===== src/rtl/kwm_pkg.sv =====
// ----------------------------------------------------------------------------
// kwm_pkg
// Shared types and constants of the k-way run merger: the input and result
// item layouts and the fixed field widths.
// ----------------------------------------------------------------------------
package kwm_pkg;

  localparam int MAX_RUNS = 8;
  localparam int DATA_W   = 32;
  localparam int RUN_W    = $clog2(MAX_RUNS);
  localparam int CFG_W    = 4;

  localparam logic [CFG_W-1:0] ACTIVE_RUNS_RESET = 4'd2;

  typedef struct packed {
    logic [RUN_W-1:0]         run_index;
    logic signed [DATA_W-1:0] element;
    logic                     final_of_run;
    logic                     run_is_empty;
  } in_item_t;

  typedef struct packed {
    logic signed [DATA_W-1:0] merged_value;
    logic [RUN_W-1:0]         refill_run;
    logic                     merge_done;
  } out_item_t;

endpackage


===== src/rtl/kwm_front.sv =====
// ----------------------------------------------------------------------------
// kwm_front
// Input side: takes items, drops those aimed at an inactive run, and holds
// the rest in a two-entry command queue for the merge engine.
// ----------------------------------------------------------------------------
module kwm_front #(
  parameter int CNT_W = 4
) (
  input  logic              clk,
  input  logic              rst,
  input  logic              push,
  output logic              full,
  input  kwm_pkg::in_item_t in_item,
  input  logic [CNT_W-1:0]  run_count,
  output logic              cmd_valid,
  input  logic              cmd_ready,
  output kwm_pkg::in_item_t cmd
);
  import kwm_pkg::*;

  in_item_t    q_mem [2];
  logic        wr_ptr;
  logic        rd_ptr;
  logic [1:0]  count;
  logic        accept;
  logic        in_range;
  logic        do_wr;
  logic        do_rd;

  assign full      = (count == 2'd2);
  assign accept    = push && !full;
  assign in_range  = (int'(in_item.run_index) < int'(run_count));
  assign do_wr     = accept && in_range;
  assign cmd_valid = (count != 2'd0);
  assign do_rd     = cmd_valid && cmd_ready;
  assign cmd       = q_mem[rd_ptr];

  always_ff @(posedge clk) begin
    if (do_wr) begin
      q_mem[wr_ptr] <= in_item;
    end
  end

  always_ff @(posedge clk) begin
    if (rst) begin
      wr_ptr <= 1'b0;
      rd_ptr <= 1'b0;
      count  <= 2'd0;
    end else begin
      if (do_wr) begin
        wr_ptr <= ~wr_ptr;
      end
      if (do_rd) begin
        rd_ptr <= ~rd_ptr;
      end
      case ({do_wr, do_rd})
        2'b10:   count <= count + 2'd1;
        2'b01:   count <= count - 2'd1;
        default: count <= count;
      endcase
    end
  end

endmodule


===== src/rtl/kwm_back.sv =====
// ----------------------------------------------------------------------------
// kwm_back
// Merge engine: applies one command to the run heads, then scans the active
// runs one per cycle to find the smallest head, emitted if no open run lacks one.
// ----------------------------------------------------------------------------
module kwm_back #(
  parameter int CNT_W    = 4
) (
  input  logic               clk,
  input  logic               rst,
  input  logic [CNT_W-1:0]   run_count,
  input  logic               cmd_valid,
  output logic               cmd_ready,
  input  kwm_pkg::in_item_t  cmd,
  output logic               res_valid,
  input  logic               res_ready,
  output kwm_pkg::out_item_t res
);
  import kwm_pkg::*;

  localparam int IDX_W = (MAX_RUNS > 1) ? $clog2(MAX_RUNS) : 1;

  localparam logic [1:0] ST_IDLE   = 2'd0;
  localparam logic [1:0] ST_SCAN   = 2'd1;
  localparam logic [1:0] ST_LAST   = 2'd2;
  localparam logic [1:0] ST_DECIDE = 2'd3;

  logic [DATA_W-1:0]   head_mem [MAX_RUNS];
  logic [DATA_W-1:0]   rd_data;
  logic [MAX_RUNS-1:0] head_valid;
  logic [MAX_RUNS-1:0] run_fin;
  logic [MAX_RUNS-1:0] head_fin;

  logic [1:0]          state;
  logic [IDX_W-1:0]    idx;
  logic                s1_vld;
  logic [IDX_W-1:0]    s1_idx;
  logic                any_head;
  logic                all_ready;
  logic [IDX_W-1:0]    best;
  logic [DATA_W-1:0]   best_val;

  logic [IDX_W-1:0]    cmd_run;
  logic                take_cmd;
  logic                apply_cmd;
  logic                wr_en;
  logic                last_idx;
  logic                emit;
  logic                done;

  assign cmd_ready = (state == ST_IDLE);
  assign take_cmd  = cmd_valid && cmd_ready;
  assign cmd_run   = IDX_W'(cmd.run_index);
  assign apply_cmd = take_cmd && !head_valid[cmd_run] && !run_fin[cmd_run];
  assign wr_en     = apply_cmd && !cmd.run_is_empty;
  assign last_idx  = (int'(idx) == int'(run_count) - 1);

  assign res_valid = (state == ST_DECIDE) && all_ready && any_head;
  assign emit      = res_valid && res_ready;

  // The merge is over once every active run is finished with no head left,
  // counting the effect of the head being emitted now.
  always_comb begin
    logic vnext;
    logic fnext;
    done = 1'b1;
    for (int i = 0; i < MAX_RUNS; i++) begin
      vnext = head_valid[i] && (i != int'(best));
      fnext = run_fin[i] || ((i == int'(best)) && head_fin[i]);
      if ((i < int'(run_count)) && (!fnext || vnext)) begin
        done = 1'b0;
      end
    end
  end

  assign res.merged_value = best_val;
  assign res.refill_run   = RUN_W'(best);
  assign res.merge_done   = done;

  always_ff @(posedge clk) begin
    if (wr_en) begin
      head_mem[cmd_run] <= cmd.element;
    end
    rd_data <= head_mem[idx];
  end

  always_ff @(posedge clk) begin
    s1_idx <= idx;
    if (s1_vld) begin
      if (head_valid[s1_idx]) begin
        if (!any_head || ($signed(rd_data) < $signed(best_val))) begin
          best     <= s1_idx;
          best_val <= rd_data;
        end
      end
    end
  end

  always_ff @(posedge clk) begin
    if (rst) begin
      state      <= ST_IDLE;
      idx        <= '0;
      s1_vld     <= 1'b0;
      any_head   <= 1'b0;
      all_ready  <= 1'b1;
      head_valid <= '0;
      run_fin    <= '0;
      head_fin   <= '0;
    end else begin
      s1_vld <= (state == ST_SCAN);
      if (s1_vld) begin
        if (head_valid[s1_idx]) begin
          any_head <= 1'b1;
        end else if (!run_fin[s1_idx]) begin
          all_ready <= 1'b0;
        end
      end
      case (state)
        ST_IDLE: begin
          if (apply_cmd) begin
            if (cmd.run_is_empty) begin
              run_fin[cmd_run] <= 1'b1;
            end else begin
              head_valid[cmd_run] <= 1'b1;
              head_fin[cmd_run]   <= cmd.final_of_run;
            end
            idx       <= '0;
            any_head  <= 1'b0;
            all_ready <= 1'b1;
            state     <= ST_SCAN;
          end
        end
        ST_SCAN: begin
          if (last_idx) begin
            state <= ST_LAST;
          end else begin
            idx <= idx + IDX_W'(1);
          end
        end
        ST_LAST: begin
          state <= ST_DECIDE;
        end
        ST_DECIDE: begin
          if (!all_ready) begin
            state <= ST_IDLE;
          end else if (!any_head) begin
            // Every active run was empty: start over with no result.
            head_valid <= '0;
            run_fin    <= '0;
            head_fin   <= '0;
            state      <= ST_IDLE;
          end else if (emit) begin
            if (done) begin
              head_valid <= '0;
              run_fin    <= '0;
              head_fin   <= '0;
              state      <= ST_IDLE;
            end else begin
              head_valid[best] <= 1'b0;
              if (head_fin[best]) begin
                // The run just ran out, so the next head can be chosen now.
                run_fin[best]  <= 1'b1;
                head_fin[best] <= 1'b0;
                idx            <= '0;
                any_head       <= 1'b0;
                all_ready      <= 1'b1;
                state          <= ST_SCAN;
              end else begin
                state <= ST_IDLE;
              end
            end
          end
        end
        default: begin
          state <= ST_IDLE;
        end
      endcase
    end
  end

endmodule


===== src/rtl/kwm_out_q.sv =====
// ----------------------------------------------------------------------------
// kwm_out_q
// Two-entry result queue between the merge engine and the output port.
// ----------------------------------------------------------------------------
module kwm_out_q (
  input  logic               clk,
  input  logic               rst,
  input  logic               res_valid,
  output logic               res_ready,
  input  kwm_pkg::out_item_t res,
  output logic               empty,
  input  logic               pop,
  output kwm_pkg::out_item_t out_item
);
  import kwm_pkg::*;

  out_item_t  q_mem [2];
  logic       wr_ptr;
  logic       rd_ptr;
  logic [1:0] count;
  logic       do_wr;
  logic       do_rd;

  assign res_ready = (count != 2'd2);
  assign empty     = (count == 2'd0);
  assign do_wr     = res_valid && res_ready;
  assign do_rd     = pop && !empty;
  assign out_item  = q_mem[rd_ptr];

  always_ff @(posedge clk) begin
    if (do_wr) begin
      q_mem[wr_ptr] <= res;
    end
  end

  always_ff @(posedge clk) begin
    if (rst) begin
      wr_ptr <= 1'b0;
      rd_ptr <= 1'b0;
      count  <= 2'd0;
    end else begin
      if (do_wr) begin
        wr_ptr <= ~wr_ptr;
      end
      if (do_rd) begin
        rd_ptr <= ~rd_ptr;
      end
      case ({do_wr, do_rd})
        2'b10:   count <= count + 2'd1;
        2'b01:   count <= count - 2'd1;
        default: count <= count;
      endcase
    end
  end

endmodule


===== src/rtl/k_way_run_merger_unit.sv =====
// ----------------------------------------------------------------------------
// k_way_run_merger_unit
// Merges up to MAX_RUNS ascending runs of signed values into one ascending
// stream, naming the run to refill after each emitted element.
// ----------------------------------------------------------------------------
// Usage:
// Write active_runs on the cfg channel (cfg_ready is always high) while the
// block is idle. Push one element of a run per transaction on the input
// queue port; pop merged results from the result queue port.
// A transaction for a run outside the active set is dropped at the input.
// A taken element waits in the input queue until the engine is idle and
// applies it, then the engine scans the n active heads (one head per cycle
// through the head memory read port), settles the minimum in ST_LAST and
// hands it over in ST_DECIDE, where a full result queue holds it. Each
// further result caused by the same transaction takes another scan. The
// engine takes no new transaction until it is back in ST_IDLE; a transaction
// that is ignored leaves it idle.
// Reset empties both queues, clears all run state and sets active_runs to 2.
// When the receiver stops popping, the two-entry result queue fills, the
// engine holds its pending result, the two-entry input queue fills and
// full rises.
// ----------------------------------------------------------------------------
module k_way_run_merger_unit (
  input  logic                       clk,
  input  logic                       rst,
  input  logic                       push,
  output logic                       full,
  input  kwm_pkg::in_item_t          in_item,
  output logic                       empty,
  input  logic                       pop,
  output kwm_pkg::out_item_t         out_item,
  input  logic                       cfg_valid,
  output logic                       cfg_ready,
  input  logic [kwm_pkg::CFG_W-1:0]  cfg_data
);
  import kwm_pkg::*;

  localparam int CNT_W = $clog2(MAX_RUNS + 1);

  logic [CFG_W-1:0] active_runs;
  logic [CNT_W-1:0] run_count;
  logic             cmd_valid;
  logic             cmd_ready;
  in_item_t         cmd;
  logic             res_valid;
  logic             res_ready;
  out_item_t        res;

  assign cfg_ready = 1'b1;

  always_ff @(posedge clk) begin
    if (rst) begin
      active_runs <= ACTIVE_RUNS_RESET;
    end else if (cfg_valid && cfg_ready) begin
      active_runs <= cfg_data;
    end
  end

  // A count of zero acts as one run; a count above the storage is clamped.
  always_comb begin
    if (active_runs == '0) begin
      run_count = CNT_W'(1);
    end else if (int'(active_runs) > MAX_RUNS) begin
      run_count = CNT_W'(MAX_RUNS);
    end else begin
      run_count = CNT_W'(active_runs);
    end
  end

  kwm_front #(
    .CNT_W (CNT_W)
  ) u_front (
    .clk       (clk),
    .rst       (rst),
    .push      (push),
    .full      (full),
    .in_item   (in_item),
    .run_count (run_count),
    .cmd_valid (cmd_valid),
    .cmd_ready (cmd_ready),
    .cmd       (cmd)
  );

  kwm_back #(
    .CNT_W    (CNT_W)
  ) u_back (
    .clk       (clk),
    .rst       (rst),
    .run_count (run_count),
    .cmd_valid (cmd_valid),
    .cmd_ready (cmd_ready),
    .cmd       (cmd),
    .res_valid (res_valid),
    .res_ready (res_ready),
    .res       (res)
  );

  kwm_out_q u_out_q (
    .clk       (clk),
    .rst       (rst),
    .res_valid (res_valid),
    .res_ready (res_ready),
    .res       (res),
    .empty     (empty),
    .pop       (pop),
    .out_item  (out_item)
  );

endmodule

===== config.mk =====
export PLATFORM = sky130hd
export DESIGN_NAME = k_way_run_merger_unit
export DESIGN_NICKNAME = d
export VERILOG_FILES = /design/src/rtl/kwm_pkg.sv /design/src/rtl/kwm_front.sv /design/src/rtl/kwm_back.sv /design/src/rtl/kwm_out_q.sv /design/src/rtl/k_way_run_merger_unit.sv
export SDC_FILE = /design/constraint.sdc
export NUM_CORES = 1
export LEC_CHECK = 0
export BUFFER_PORTS_ARGS = -buffer_cell sky130_fd_sc_hd__buf_2
export CAP_MARGIN = 10
export CORE_AREA = 2 2 229 231
export CTS_CLUSTER_DIAMETER = 30
export DETAILED_ROUTE_END_ITERATION = 10
export DIE_AREA = 0 0 231 233
export GPL_ROUTABILITY_DRIVEN = 0
export RECOVER_POWER = 25
export SLEW_MARGIN = 20
export SYNTH_ARGS = -nofsm -noshare
export SYNTH_HDL_FRONTEND = slang
export SYNTH_SLANG_ARGS = --single-unit

===== constraint.sdc =====
create_clock -name clk -period 5.4 [get_ports clk]
set_clock_uncertainty 0.1 [all_clocks]
set_input_delay 0.27 -clock clk [delete_from_list [all_inputs] [get_ports clk]]
set_output_delay 0.27 -clock clk [all_outputs]
set_load 0.1 [all_outputs]

Yosys cells after proc, flatten, opt, wreduce, memory -nomap -nowiden
Memories as Yosys holds them, arrays and structs flattened. A register that Yosys moved wholly into a read port is not among the register bits.
Cells that the tools add are included.
- $add $sub $neg: 6
- $lt $le $gt $ge: 16
- equality and inequality tests: 37
- mux-type cells: 95
- bitwise gates (word level): 10
- reductions and logical operators: 83
- operator list (kind ; count):
    $mux W8 ; 20
    $pmux W8 S2 ; 3
    $mux W1 ; 43
    $logic_and A1 B1 Y1 ; 36
    $eq A4 B32 Y1 ; 1
    $lt A32 B32 Y1 ; 1
    $or A8 B8 Y8 ; 3
    $mux W3 ; 7
    $logic_or A1 B1 Y1 ; 17
    $and A8 B8 Y8 ; 2
    $lt A3 B4 Y1 const A ; 4
    $bmux W1 S3 ; 5
    $logic_not A1 Y1 ; 14
    $ne A2 B2 Y1 const B ; 7
    $eq A3 B3 Y1 const A ; 4
    $lt A3 B4 Y1 const B ; 3
    $mux W2 ; 6
    $ne A3 B3 Y1 const A ; 4
    $reduce_and A6 Y1 ; 2
    $eq A2 B2 Y1 const B ; 5
    $pmux W3 S3 ; 1
    $bwmux W8 ; 1
    $lt A1 B4 Y1 const A ; 2
    $lt A2 B4 Y1 const A ; 2
    other kinds (31) ; 54
- flip-flop bits (word level): 82
- RAM bits: 402
- output and inout bits: 39
- memories: 3
- memory list (name ; words ; bits a word ; rd ports ; clocked after Yosys merged registers in ; write ports ; line ; text):
    u_back.head_mem ; 8 ; 32 ; 1 ; 1 ; 1 ; kwm_back.sv:28 ; logic [DATA_W-1:0] head_mem [MAX_RUNS];
    u_front.q_mem ; 2 ; 37 ; 1 ; 1 ; 1 ; kwm_front.sv:21 ; in_item_t q_mem [2];
    u_out_q.q_mem ; 2 ; 36 ; 1 ; 1 ; 1 ; kwm_out_q.sv:17 ; out_item_t q_mem [2];

Logic depth before layout (Yosys ltp)
- depth in word-level cells: 19
- depth in mapped cells: 13

Hierarchy
A second synthesis with hierarchy kept.
- cells, all modules: 1139
- area, all modules: 20583.5 µm²
- modules (own cells, without submodules) (module ; instances ; cells each ; area an instance (µm²) ; sequential area each (µm²)):
    kwm_back ; 1 ; 834 ; 14604.0 ; 10079.7
    kwm_front ; 1 ; 149 ; 2980.4 ; 2322.2
    kwm_out_q ; 1 ; 136 ; 2807.7 ; 2262.2
    k_way_run_merger_unit ; 1 ; 20 ; 191.4 ; 80.1

Worst setup path before layout
No wires, ideal clock.
- kind: flip-flop to flip-flop
- from: reg u_back.best_val[17]
- to: reg u_back.best[0] (enable)
- library setup time: 0.440 ns
- arrival: 3.645 ns
- path slack: 1.215 ns
- cell stages (with the launch flop): 11
- path buffers: 0
- period minus slack after synthesis: 4.185 ns
- cell sequence: edfxtp_1 inv_1 ha_1 a21o_1 a21o_1 a21oi_1 nor2_1 a2111oi_0 nor2_1 or3_1 o22ai_1
- cells in the longest elaborated chain, start to end: 3
- RTL lines (element ; line ; text):
    from (decl) ; kwm_back.sv:41 ; logic [DATA_W-1:0] best_val;
    from (signal assigned) ; kwm_back.sv:93 ; best_val <= rd_data;
    $lt A32 B32 Y1 ; kwm_back.sv:91 ; if (!any_head || ($signed(rd_data) < $signed(best_val))) begin
    $logic_or A1 B1 Y1 ; kwm_back.sv:91 ;
    $reduce_and A3 Y1 (no line) ; - ;
    to (signal assigned) ; kwm_back.sv:92 ; best <= s1_idx;
    to (decl) ; kwm_back.sv:40 ; logic [IDX_W-1:0] best;
No other way between the ends.
A chain may end at the register's enable or synchronous reset.

Final worst setup path
- from: reg u_back.best_val[17]
- to: reg u_back.best_val[8] (enable)
- cells in the longest elaborated chain, start to end: 3
- RTL lines (element ; line):
    $lt A32 B32 Y1 ; kwm_back.sv:91
    $logic_or A1 B1 Y1 ; kwm_back.sv:91
    $reduce_and A3 Y1 (no line) ; -
No other way between the ends.

==> reports/qor.csv <==
stage,metric,value,unit
run_status,status,"finished, violations left",
run_status,violations,"capacitance limit, slew limit",
clocking,cts_setup_buffers,0,
finish,final_cell_mix,"edfxtp_1 (437), clkbuf_16 (104), mux2_2 (91), dfxtp_1 (79), mux4_2 (68)",
route,route.detailed.drc,0,
critical_path,r2r_setup_slack,1.90,ns
logic_synthesis,synth_top_area_frac,0.644,
power,power_frac_comb,0.105,
sta,max_freq,0.286,GHz
finish,multiInputGateArea,5300,um^2
critical_path,cp.arrival,3.71,ns
sta,setup_viol,0,
die,fp.dieArea,53800,um^2
logic_synthesis,yosysTopAreaCell,edfxtp_1,
logic_synthesis,syn-num-nets,1245,
min_path,hold_depth,4,
route,drt_pass1_iterations,5,
die,initial_core_util,0.399,
critical_path,slowest_stage,o22ai_4,
route,topRoutingLayerUsed,met4,
die,die_x,231,um
sta,timing.hold.ws,0.0868,ns
global_route,grt_max_degree,47,
clocking,cts.sinks,518,
sta,slew_headroom,-0.729,
logic_synthesis,synth-edff-count,437,
sta,hold_viol_final,0,
critical_path,reg2reg_depth,11,
sta,period_share,0.648,
global_route,antenna_found_initial,0,
route,drt_iter0_markers,773,
critical_path,slowest_delay,0.68,ns
logic_synthesis,ys_seq_area_frac,0.724,
global_route,overflow,0,
critical_path,cp.required,5.61,ns
finish,area_delta_synth_final,26.7,%
logic_synthesis,ys.flop_type,edfxtp_1,
power,powerDensity,499,nW/um^2
route,wl_per_cell,19.6,um
logic_synthesis,synth_area,20400,um^2
critical_path,crit_chain,inv_1 > ha_1 > a21o_1 > a21o_1 > a21oi_1 > nor2_1 > a2111oi_0 > nor2_1 > or3_1 > o22ai_4 > buf_4,
die,fp.dieH,233,um
flow_run,cap_violations,1,
sta,worstMarginPinSlew,2.59,ns
power,switchingPower,0.00309,W
global_route,grt_use_total,0.160,
finish,fillers,4174,
route,drt-met1-wl,18400,um
power,clkPwrFrac,0.510,
power,switching_share,0.240,
critical_path,cp-end-kind,flop,
critical_path,rr_startpoint,u_back.best_val[17]$_DFFE_PP_,
route,antenna_left,0,
logic_synthesis,yosys_warnings,0,
die,core-area,51100,um^2
logic_synthesis,synth.ff_latch_count,518,
die,ios,85,
clocking,clk_latency,0.62,ns
die,rows,83,
critical_path,critPathKind,reg -> reg,
power,ir_worst_vdd,0.000298,V
critical_path,r2r_end,u_back.best_val[8]$_DFFE_PP_,
critical_path,critPathLaunchType,flop,
power,pwr-share-seq,0.385,
power,p_leak,8.99,nW
route,wl_met2,20100,um
finish,nets,1457,
sta,fin_setup_tns,0,ns
finish,layout-drive-gt1-share,0.304,
route,finalWirelength,41900,um
clocking,clk_pin_slew_worst_paths,0.05,ns
min_path,worstHoldStart,pop,
sta,finalCriticalPeriod,3.50,ns
critical_path,worstPathMaxFanout,26,
power,p_int,0.00978,W
global_route,grt_pass1_wl,64800,um
route,route.met3.wl,2550,um
clocking,htreeDepth,3,
logic_synthesis,synthTopCellsByArea,"edfxtp_1 (64%), dfxtp_1 (8.0%), mux4_2 (7.5%)",
clocking,root_buffer,clkbuf_16,
global_route,grt_pass1_vias,11100,
logic_synthesis,synth_cell_type_count,69,
sta,final-max-slew-violation-count,36,
route,vias,10800,
logic_synthesis,syn_avg_cell_area,17.6,um^2
finish,layout_commonest_cell,edfxtp_1,
route,vias_per_cell,5.07,
clocking,cts_buffers,103,
finish,final-seq-area,14700,um^2
placed_design,port_buffers,83,
sta,rsz0062_at_grt,no,
min_path,min_path_type,in -> reg,
placed_design,place_hpwl,24000,um
logic_synthesis,async_reset_ff_frac,0,
logic_synthesis,syn_inst,1155,
finish,diodes,0,
clocking,cts_tree,done,
clocking,cts_buffer_depth,3,
[critical path: cells and delay by family (launching register included)]
kind            cells  cell delay, ns
compound gates      5            1.55
simple gates        3            0.51
buf+inv             2            0.38
flops               1            0.35
fa+ha+maj           1            0.30
[cell usage after synthesis (13+ instances only)]
library cell  instances
nor2_1               59
ha_1                 44
mux4_2               68
o21ai_0              22
edfxtp_1            437
a21oi_1              26
clkbuf_1             18
inv_1                56
mux2_2              101
mux2i_1              17
buf_1                13
dfxtp_1              81
nand2_1              45
[registers in the layout (all words and copies together), names as in the netlist, named ones only]
register,cells
active_runs,4
u_back.all_ready,1
u_back.any_head,1
u_back.best,3
u_back.best_val,32
u_back.head_fin,8
u_back.head_mem,256
u_back.head_valid,8
u_back.idx,3
u_back.rd_data,32
u_back.run_fin,8
u_back.s1_idx,3
u_back.s1_vld,1
u_back.state,2
u_front.count,2
u_front.q_mem,74
u_front.rd_ptr,1
u_front.wr_ptr,1
u_out_q.count,2
u_out_q.q_mem,72
u_out_q.rd_ptr,1
u_out_q.wr_ptr,1
[kinds of logic after synthesis]
group / count (synthesis) / share of synthesized area
compound gates: 118 / 0.0418
xor+xnor: 12 / 0.00516
fa+ha+maj: 44 / 0.0270
buf+inv: 99 / 0.0197
flops: 518 / 0.724
mux: 187 / 0.140
other cells: 1 / 0.000184
simple gates: 176 / 0.0423
[power groups by stage]
stage / Combinational [W] / Clock (W) / Sequential [W]
6_report: 0.00135 / 0.00656 / 0.00495
3_3_place_gp: 0.00131 / 0 / 0.00502
5_1_grt: 0.00148 / 0.00688 / 0.00499
3_5_place_dp: 0.00133 / 0 / 0.00503
2_1_floorplan: 0.00102 / 0 / 0.00492
4_1_cts: 0.00137 / 0.00668 / 0.00496
[stage by stage]
step / util / setup slack, ns / power, W / cells / instance area, um^2
2_1_floorplan: - / 1.22 / 0.00593 / 1155 / 20400
3_3_place_gp: 0.424 / 1.88 / 0.00633 / 1892 / 21600
3_5_place_dp: 0.424 / 1.92 / 0.00636 / 1892 / 21600
6_report: 0.505 / 1.90 / 0.0129 / 2137 / 25800
5_1_grt: 0.505 / 1.51 / 0.0134 / 2137 / 25800
4_1_cts: 0.505 / 1.87 / 0.0130 / 2135 / 25800
[per-layer routing]
metal | vias to the layer above | global-route usage
met2 | 340 | 0.258
met4 | 0 | 0.0625
met3 | 73 | 0.0353
met5 | - | 0
li1 | 5007 | -
met1 | 5415 | 0.211
[repair_timing]
item,4_1_cts,5_1_grt
hold endpoints to repair,85,0
hold buffers,48,0
resized for setup,0,0
[area by class of cell]
type / count / share of cell area
clock buffer: 118 / 0.105
clock inverter: 77 / 0.0377
inverter: 57 / 0.00829
multi-input combinational: 538 / 0.205
sequential: 518 / 0.571
tap: 680 / 0.0330
timing repair buffer: 149 / 0.0393
[worst max path at each step]
| stage | start | to | slack, ns | cells past startpoint |
|---|---|---|---|---|
| floorplan | u_back.best_val[17]$_DFFE_PP_ | u_back.best[0]$_DFFE_PP_ | 1.22 | 10 |
| global placement | u_back.best_val[17]$_DFFE_PP_ | u_back.best_val[12]$_DFFE_PP_ | 1.88 | 11 |
| detailed placement | u_back.best_val[17]$_DFFE_PP_ | u_back.best_val[13]$_DFFE_PP_ | 1.92 | 11 |
| CTS | u_back.best_val[17]$_DFFE_PP_ | u_back.best_val[8]$_DFFE_PP_ | 1.87 | 11 |
| global route | u_back.best_val[17]$_DFFE_PP_ | u_back.best_val[8]$_DFFE_PP_ | 1.51 | 11 |
| finish | u_back.best_val[17]$_DFFE_PP_ | u_back.best_val[8]$_DFFE_PP_ | 1.90 | 11 |
(Power assumes the default switching activity.)
